File: config.mk
export PLATFORM = sky130hd
export DESIGN_NAME = ptda_ctrl
export DESIGN_NICKNAME = d
export VERILOG_FILES = /design/src/rtl/core/ptda_pkg.sv /design/src/rtl/core/ptda_ctrl.sv
export SDC_FILE = /design/constraint.sdc
export NUM_CORES = 1
export LEC_CHECK = 0
export BUFFER_PORTS_ARGS = -buffer_cell sky130_fd_sc_hd__clkbuf_2
export CORE_AREA = 3 3 40 42
export CTS_BUF_LIST = sky130_fd_sc_hd__clkbuf_4 sky130_fd_sc_hd__clkbuf_8 sky130_fd_sc_hd__clkbuf_16
export CTS_CLUSTER_DIAMETER = 120
export DETAILED_ROUTE_END_ITERATION = 6
export DIE_AREA = 0 0 43 45
export SLEW_MARGIN = 40
export SYNTH_ARGS = -nofsm -noshare
export SYNTH_HDL_FRONTEND = slang
export SYNTH_SLANG_ARGS = --single-unit
File: constraint.sdc
create_clock -name clk -period 1.5 [get_ports clk]
set_clock_uncertainty 0.05 [all_clocks]
set_input_delay 0.3 -clock clk [delete_from_list [all_inputs] [get_ports clk]]
set_output_delay 0.3 -clock clk [all_outputs]
set_load 0.1 [all_outputs]
File: src/rtl/core/ptda_pkg.sv
// ----------------------------------------------------------------------------
// ptda_pkg
// Shared types, codes and the dimension order table of the plane to
// directory assigner.
// ----------------------------------------------------------------------------
package ptda_pkg;

    localparam int MAX_DIRS_DEF   = 1024;
    localparam int COORD_BITS_DEF = 8;

    localparam int FUNC_W   = 2;
    localparam int DIR_W    = 10;
    localparam int FIRST_W  = 8;
    localparam int COUNT_W  = 11;
    localparam int STATUS_W = 2;
    localparam int ODIR_W   = 11;
    localparam int OCRD_W   = 9;
    localparam int ORDER_W  = 3;
    localparam int SIZE_W   = 9;
    localparam int DCOUNT_W = 11;
    localparam int CFG_IDX_W  = 3;
    localparam int CFG_DATA_W = 11;

    localparam logic [FUNC_W-1:0] FUNC_APPLY = 2'd0;
    localparam logic [FUNC_W-1:0] FUNC_READ  = 2'd1;
    localparam logic [FUNC_W-1:0] FUNC_CLEAR = 2'd2;

    localparam logic [STATUS_W-1:0] ST_OK       = 2'd0;
    localparam logic [STATUS_W-1:0] ST_RANGE    = 2'd1;
    localparam logic [STATUS_W-1:0] ST_BEYOND   = 2'd2;
    localparam logic [STATUS_W-1:0] ST_CONFLICT = 2'd3;

    localparam logic [CFG_IDX_W-1:0] REG_ORDER  = 3'd0;
    localparam logic [CFG_IDX_W-1:0] REG_ZSIZE  = 3'd1;
    localparam logic [CFG_IDX_W-1:0] REG_TSIZE  = 3'd2;
    localparam logic [CFG_IDX_W-1:0] REG_CSIZE  = 3'd3;
    localparam logic [CFG_IDX_W-1:0] REG_DCOUNT = 3'd4;

    localparam logic [ORDER_W-1:0] ORD_ZCT = 3'd0;
    localparam logic [ORDER_W-1:0] ORD_ZTC = 3'd1;
    localparam logic [ORDER_W-1:0] ORD_CTZ = 3'd2;
    localparam logic [ORDER_W-1:0] ORD_CZT = 3'd3;
    localparam logic [ORDER_W-1:0] ORD_TCZ = 3'd4;
    localparam logic [ORDER_W-1:0] ORD_TZC = 3'd5;

    localparam logic [1:0] DIG_Z = 2'd0;
    localparam logic [1:0] DIG_T = 2'd1;
    localparam logic [1:0] DIG_C = 2'd2;

    // element 0 is the fastest digit
    typedef logic [2:0][1:0] order_t;

    typedef struct packed {
        logic load;
        logic step;
        logic read_res;
        logic res_zero;
        logic wipe;
        logic out_load;
    } cmd_t;

    typedef struct packed {
        logic walk_done;
        logic wipe_last;
    } sts_t;

    function automatic order_t digit_order(input logic [ORDER_W-1:0] code);
        order_t od;
        unique case (code)
            ORD_ZCT: od = {DIG_T, DIG_C, DIG_Z};
            ORD_ZTC: od = {DIG_C, DIG_T, DIG_Z};
            ORD_CTZ: od = {DIG_Z, DIG_T, DIG_C};
            ORD_CZT: od = {DIG_T, DIG_Z, DIG_C};
            ORD_TCZ: od = {DIG_Z, DIG_C, DIG_T};
            ORD_TZC: od = {DIG_C, DIG_Z, DIG_T};
            default: od = {DIG_T, DIG_C, DIG_Z};
        endcase
        return od;
    endfunction

endpackage

File: src/rtl/core/ptda_ctrl.sv
// ----------------------------------------------------------------------------
// ptda_ctrl
// Sequencer of the assigner: clearing sweep, record walk, entry read and
// result hand-off to the output register.
// ----------------------------------------------------------------------------
module ptda_ctrl
(
    input  logic                          clk,
    input  logic                          rst_n,
    input  logic                          req_valid,
    output logic                          req_stall,
    input  logic [ptda_pkg::FUNC_W-1:0]   func,
    output logic                          rsp_valid,
    input  logic                          rsp_stall,
    input  ptda_pkg::sts_t                sts,
    output ptda_pkg::cmd_t                cmd
);

    localparam logic [2:0] S_INIT  = 3'd0;
    localparam logic [2:0] S_IDLE  = 3'd1;
    localparam logic [2:0] S_WALK  = 3'd2;
    localparam logic [2:0] S_READ  = 3'd3;
    localparam logic [2:0] S_WIPE  = 3'd4;
    localparam logic [2:0] S_REPLY = 3'd5;

    logic [2:0] state_reg;
    logic [2:0] state_next;
    logic       rsp_valid_reg;
    logic       rsp_valid_next;
    logic       out_free;

    assign out_free  = !rsp_valid_reg || !rsp_stall;
    assign req_stall = (state_reg != S_IDLE);
    assign rsp_valid = rsp_valid_reg;

    always_comb
    begin
        cmd        = '0;
        state_next = state_reg;
        unique case (state_reg)
            S_INIT:
            begin
                cmd.wipe = 1'b1;
                if (sts.wipe_last)
                begin
                    state_next = S_IDLE;
                end
            end
            S_IDLE:
            begin
                if (req_valid)
                begin
                    cmd.load = 1'b1;
                    unique case (func)
                        ptda_pkg::FUNC_APPLY: state_next = S_WALK;
                        ptda_pkg::FUNC_READ:  state_next = S_READ;
                        ptda_pkg::FUNC_CLEAR: state_next = S_WIPE;
                        default:
                        begin
                            cmd.res_zero = 1'b1;
                            state_next   = S_REPLY;
                        end
                    endcase
                end
            end
            S_WALK:
            begin
                cmd.step = 1'b1;
                if (sts.walk_done)
                begin
                    state_next = S_REPLY;
                end
            end
            S_READ:
            begin
                cmd.read_res = 1'b1;
                state_next   = S_REPLY;
            end
            S_WIPE:
            begin
                cmd.wipe = 1'b1;
                if (sts.wipe_last)
                begin
                    cmd.res_zero = 1'b1;
                    state_next   = S_REPLY;
                end
            end
            S_REPLY:
            begin
                if (out_free)
                begin
                    cmd.out_load = 1'b1;
                    state_next   = S_IDLE;
                end
            end
            default:
            begin
                state_next = S_IDLE;
            end
        endcase
    end

    always_comb
    begin
        rsp_valid_next = rsp_valid_reg;
        priority if (cmd.out_load)
        begin
            rsp_valid_next = 1'b1;
        end
        else if (rsp_valid_reg && !rsp_stall)
        begin
            rsp_valid_next = 1'b0;
        end
    end

    always_ff @(posedge clk or negedge rst_n)
    begin
        if (!rst_n)
        begin
            state_reg     <= S_INIT;
            rsp_valid_reg <= 1'b0;
        end
        else
        begin
            state_reg     <= state_next;
            rsp_valid_reg <= rsp_valid_next;
        end
    end

endmodule

-- Word level (Yosys, flattened, before mapping)
Cells that the tools add are included.
- flip-flop bits (word level): 4
- word-level logic and storage cells: 45
- equality and inequality tests: 13
- muxes and demuxes: 20
- reduce and logical (&&, ||, !) cells: 10
- operator list (operator ; count):
    $pmux 3 s6 ; 1
    $mux 3 ; 5
    $mux 1 ; 12
    $ne 2x2->1 const B ; 5
    $pmux 3 s3 ; 1
    $eq 3x2->1 const B ; 2
    $eq 3x3->1 const B ; 2
    $reduce_and 5->1 ; 1
    $eq 3x1->1 const B ; 1
    $logic_not 3->1 ; 1
    $ne 3x1->1 const B ; 1
    $reduce_or 3->1 ; 1
    $eq 2x1->1 const B ; 1
    $eq 2x2->1 const B ; 1
    $logic_not 1->1 ; 2
    $logic_not 2->1 ; 1
    $pmux 1 s2 ; 1
    $reduce_bool 2->1 ; 1
    $reduce_or 2->1 ; 1
    $logic_and 1x1->1 ; 1
    $logic_or 1x1->1 ; 1

-- Longest topological paths before layout
- word-level depth: 5
- depth in mapped cells: 4
- mapped depth without buffers: 3

-- Worst setup path before layout
OpenSTA, ideal clock, no wires.
- path kind: flip-flop to output port
- start point: register state_reg[0]
- end point: output port cmd[4] (netlist bit)
- arrival time: 1.916 ns
- setup slack: -0.766 ns
- stages on the path, launching flop included: 4
- path buffers: 1
- cell sequence: dfrtp_1 -> buf_4 -> nand2b_1 -> nor2_1
- RTL lines (item ; RTL line ; text):
    from (decl) ; ptda_ctrl.sv:26 ; logic [2:0] state_reg;
    from (signal assigned) ; ptda_ctrl.sv:125 ; state_reg <= state_next;
    to (decl) ; ptda_ctrl.sv:16 ; output ptda_pkg::cmd_t cmd

==> results.md <==
- The tree is rooted in a sky130_fd_sc_hd__clkbuf_4.
- The wire length reported by the detailed router is 860 um.
- The cell count after synthesis came out at 33.
- The transition time at the pin with the least slew margin is 0.277 ns.
- The via count of the first global-routing pass is 348.
- In the final routed layout, each cell accounts on average for 11.5 um.
- The initial DRC count is 3.
- The clock insertion delay at the later pin of the skew report is 0.23 ns.
- The portion of the post-synthesis area used by sequential elements is 0.329.
- The count of port buffers added during placement is 15.
- The worst register-to-register path has a depth of 6.
- The path class of the tightest hold or removal check is in -> reg.
- Walking the worst path, the cells encountered are and4bb_4, a31o_4, buf_12.
- The fraction of final layout cells with drive strength greater than 1 is 0.733.
- The CTS buffer count is 3.
- After layout, the worst setup slack is -0.184 ns.
- The buffer levels on the longest clock path is 2.
- The maximum clock frequency is 0.594 GHz.
- The type of the worst setup path is reg -> out.
- Summing over every cut layer, the via total after detailed routing is 334.
- Data on the critical path is required at its endpoint by 1.15 ns.
- The relative slew slack is 0.817.
- From synthesis to final layout, the design area changed by 119%.
- The sequential standard cell area is 104 um^2.
- The count of clock tree sinks is 4.
- For this run, the total global-route usage over all layers was measured as 0.101.
- In this run the worst path has a maximum fanout of 6.
- The largest total area in the synthesized netlist belongs to sky130_fd_sc_hd__dfrtp_1.
- Each instance of the synthesized netlist takes up on average 9.21 um^2.
- The total overflow reported by the global router is 0.
- Routability-driven placement finished with a final weighted congestion of 0.751.
- The register with the most flip-flops in the layout has 3 of them.
- For this design, the slowest cell found on the critical path is sky130_fd_sc_hd__dfrtp_1.
- In the final design database the tool counted 69 nets.
- The half-perimeter wire length after detailed placement is 564 um.
- The initial core utilization is 0.237.
- Tracing the worst setup path back leads to its startpoint at state_reg[2].
- After clock tree synthesis, the clock-pin slew on the worst setup and hold paths is 0.04 ns.
- The mapped netlist covers 304 um^2.
- In this run the vertical extent of the chip is 45 um.
- Entering global routing, the biggest net connects 7 pins.
- At the worst endpoint, the arrival time is 1.33 ns.
- 0 antenna diodes ended up in the layout.
- During synthesis, Yosys emitted a total of 0 warnings.
- The number of antenna violations at the first check in global routing came to 0.
- Dividing the detail-routed via count by the number of cells gives 4.45.
- The first global-routing pass estimated 1430 um of wire.
- The final critical delay including setup and external delays is 1.68 ns.
- Dividing the final minimum period by the clock period gives 1.12.
- The multi-input combinational cells in the finished layout cover a total of 221 um^2.
- The number of placement rows is 13.
- The checks that failed: negative setup slack.
- Of the post-synthesis cell area, the dominant cell type holds 0.329.
- Counting flops with a built-in enable in the synthesized netlist gives 0.
- The number of synthesized register bits is 4.
- Sorting the synthesized cells by area gives the leading types as sky130_fd_sc_hd__dfrtp_1 33%, sky130_fd_sc_hd__a21oi_1 6.6%, sky130_fd_sc_hd__and4bb_4 5.3%, sky130_fd_sc_hd__a2bb2oi_2 4.9%, sky130_fd_sc_hd__buf_4 4.9%.
- The setup TNS after final layout is -0.759 ns.
- The maximum level of the CTS H-tree is 1.
- The die covers 1940 um^2.
- The count of fill cells added during filler insertion is 117.
- The element type at the critical path end is a primary output.
- The worst register-to-register path has a setup slack of 0.14 ns.
- The number of search-and-repair iterations in the first detailed-routing pass is 2.
- The final number of hold-violating endpoints is 0.
- The startpoint identified for the worst register-to-register timing path is state_reg[1].
- The reported max-cap violation count is 0.
- The worst register-to-register path ends at state_reg[2].
- The chip width is 43 um.
- When the netlist entered floorplanning its net count stood at 41.
- The I/O pin total is 16.
- Among all flip-flop cells after synthesis, the most frequent one is sky130_fd_sc_hd__dfrtp_1.
- The largest single stage delay on the critical path is 0.42 ns.
- The final-report max-slew violation count came to 0.
- The floorplan core area is 1280 um^2.
- Setup violations remaining at the end of the flow were counted as 6.
- TritonCTS built the clock tree.
- The element type at the critical path start is a flip-flop.
- The synthesized netlist contains 22 unique library cells.
- By count the netlist is led by 4 x sky130_fd_sc_hd__a21oi_1, 4 x sky130_fd_sc_hd__dfrtp_1, 4 x sky130_fd_sc_hd__nor2_1.
- The endpoint of the worst setup timing path is cmd[2].
- The flow ran to the end, but the final reports show violations.
- The fraction of synthesis flops using an asynchronous set or reset pin is 1.00.
- The total DRC errors in the routed layout is 0.
- Hold timing on the final database bottoms out at a slack of 0.257 ns.
- The detail route stage leaves a number of antenna-violating nets equal to 0.
- Setup repair after global routing could not meet its margin everywhere.
-- stage by stage --
step / cells / utilization / setup slack [ns] / instance area (um^2)
CTS: 75 / 0.506 / -0.181 / 651
detailed placement: 65 / 0.424 / 0.0224 / 544
global placement: 65 / 0.424 / 0.0385 / 544
finish: 75 / 0.517 / -0.184 / 664
global route: 75 / 0.517 / -0.222 / 664
floorplan: 33 / - / -0.295 / 329
-- cell families after synthesis --
group | synth area share
and+or+nand+nor | 0.342
AOI/OAI and AO/OA | 0.214
buffers and inverters | 0.115
DFF | 0.329
-- per-layer routing --
metal,track usage,share of wire,up-vias
li1,-,-,172
met3,0.0239,0.030,0
met2,0.192,0.57,8
met4,0.0542,0,0
met1,0.102,0.40,154
met5,0,0,-
-- area by class of cell --
class,count,share of cell area
Timing Repair Buffer,27,0.431
Multi-Input combinational cell,24,0.333
Clock buffer,4,0.0452
Inverter,1,0.00565
Tap cell,15,0.0282
Sequential cell,4,0.156
-- how the worst min path moves through the flow --
stage | end | startpoint | cells past startpoint | slack, ns
floorplan | rsp_valid | rst_n | 0 | -0.05
global placement | state_reg[2] | rst_n | 1 | 0.06
detailed placement | state_reg[2] | rst_n | 1 | 0.06
CTS | state_reg[0] | func[0] | 3 | 0.26
global route | state_reg[0] | func[0] | 3 | 0.25
finish | state_reg[0] | func[0] | 3 | 0.26
-- critical path: cells and delay by family, from the launching register on --
family                 cells  cell delay, ns
and+or+nand+nor            1            0.36
DFF                        1            0.42
AOI/OAI and AO/OA          1            0.15
buffers and inverters      1            0.16
-- what timing repair did --
item,4_1_cts,5_1_grt
setup endpoints to repair,6,7
endpoints found under the hold margin,4,0
setup buffers,5,1
pin swaps,2,3
hold buffers,1,0
gates resized for setup,7,4
-- layout by cell type, fill, tap and decap left out --
cell,instances
sky130_fd_sc_hd__buf_4,9
sky130_fd_sc_hd__clkbuf_2,7
sky130_fd_sc_hd__buf_12,7
sky130_fd_sc_hd__clkbuf_4,4
sky130_fd_sc_hd__a21oi_1,3
sky130_fd_sc_hd__buf_6,3
sky130_fd_sc_hd__dfrtp_2,3
sky130_fd_sc_hd__nor2_4,2
sky130_fd_sc_hd__a21oi_2,2
sky130_fd_sc_hd__nand2_1,2
sky130_fd_sc_hd__nor2_1,2
sky130_fd_sc_hd__and3b_2,1
sky130_fd_sc_hd__nand2b_4,1
sky130_fd_sc_hd__or3b_4,1
sky130_fd_sc_hd__and4bb_4,1
sky130_fd_sc_hd__nor4bb_4,1
sky130_fd_sc_hd__a31o_4,1
sky130_fd_sc_hd__nand3b_1,1
sky130_fd_sc_hd__nor3_1,1
sky130_fd_sc_hd__a21o_1,1
sky130_fd_sc_hd__inv_1,1
sky130_fd_sc_hd__a2bb2oi_2,1
sky130_fd_sc_hd__nand4bb_1,1
sky130_fd_sc_hd__o21ai_1,1
sky130_fd_sc_hd__nor2b_1,1
sky130_fd_sc_hd__dlygate4sd3_1,1
sky130_fd_sc_hd__dfrtp_1,1
Power is left out: the tool's default activity adds up to more than one toggle a clock period on the data nets, which glitch-free logic cannot reach.
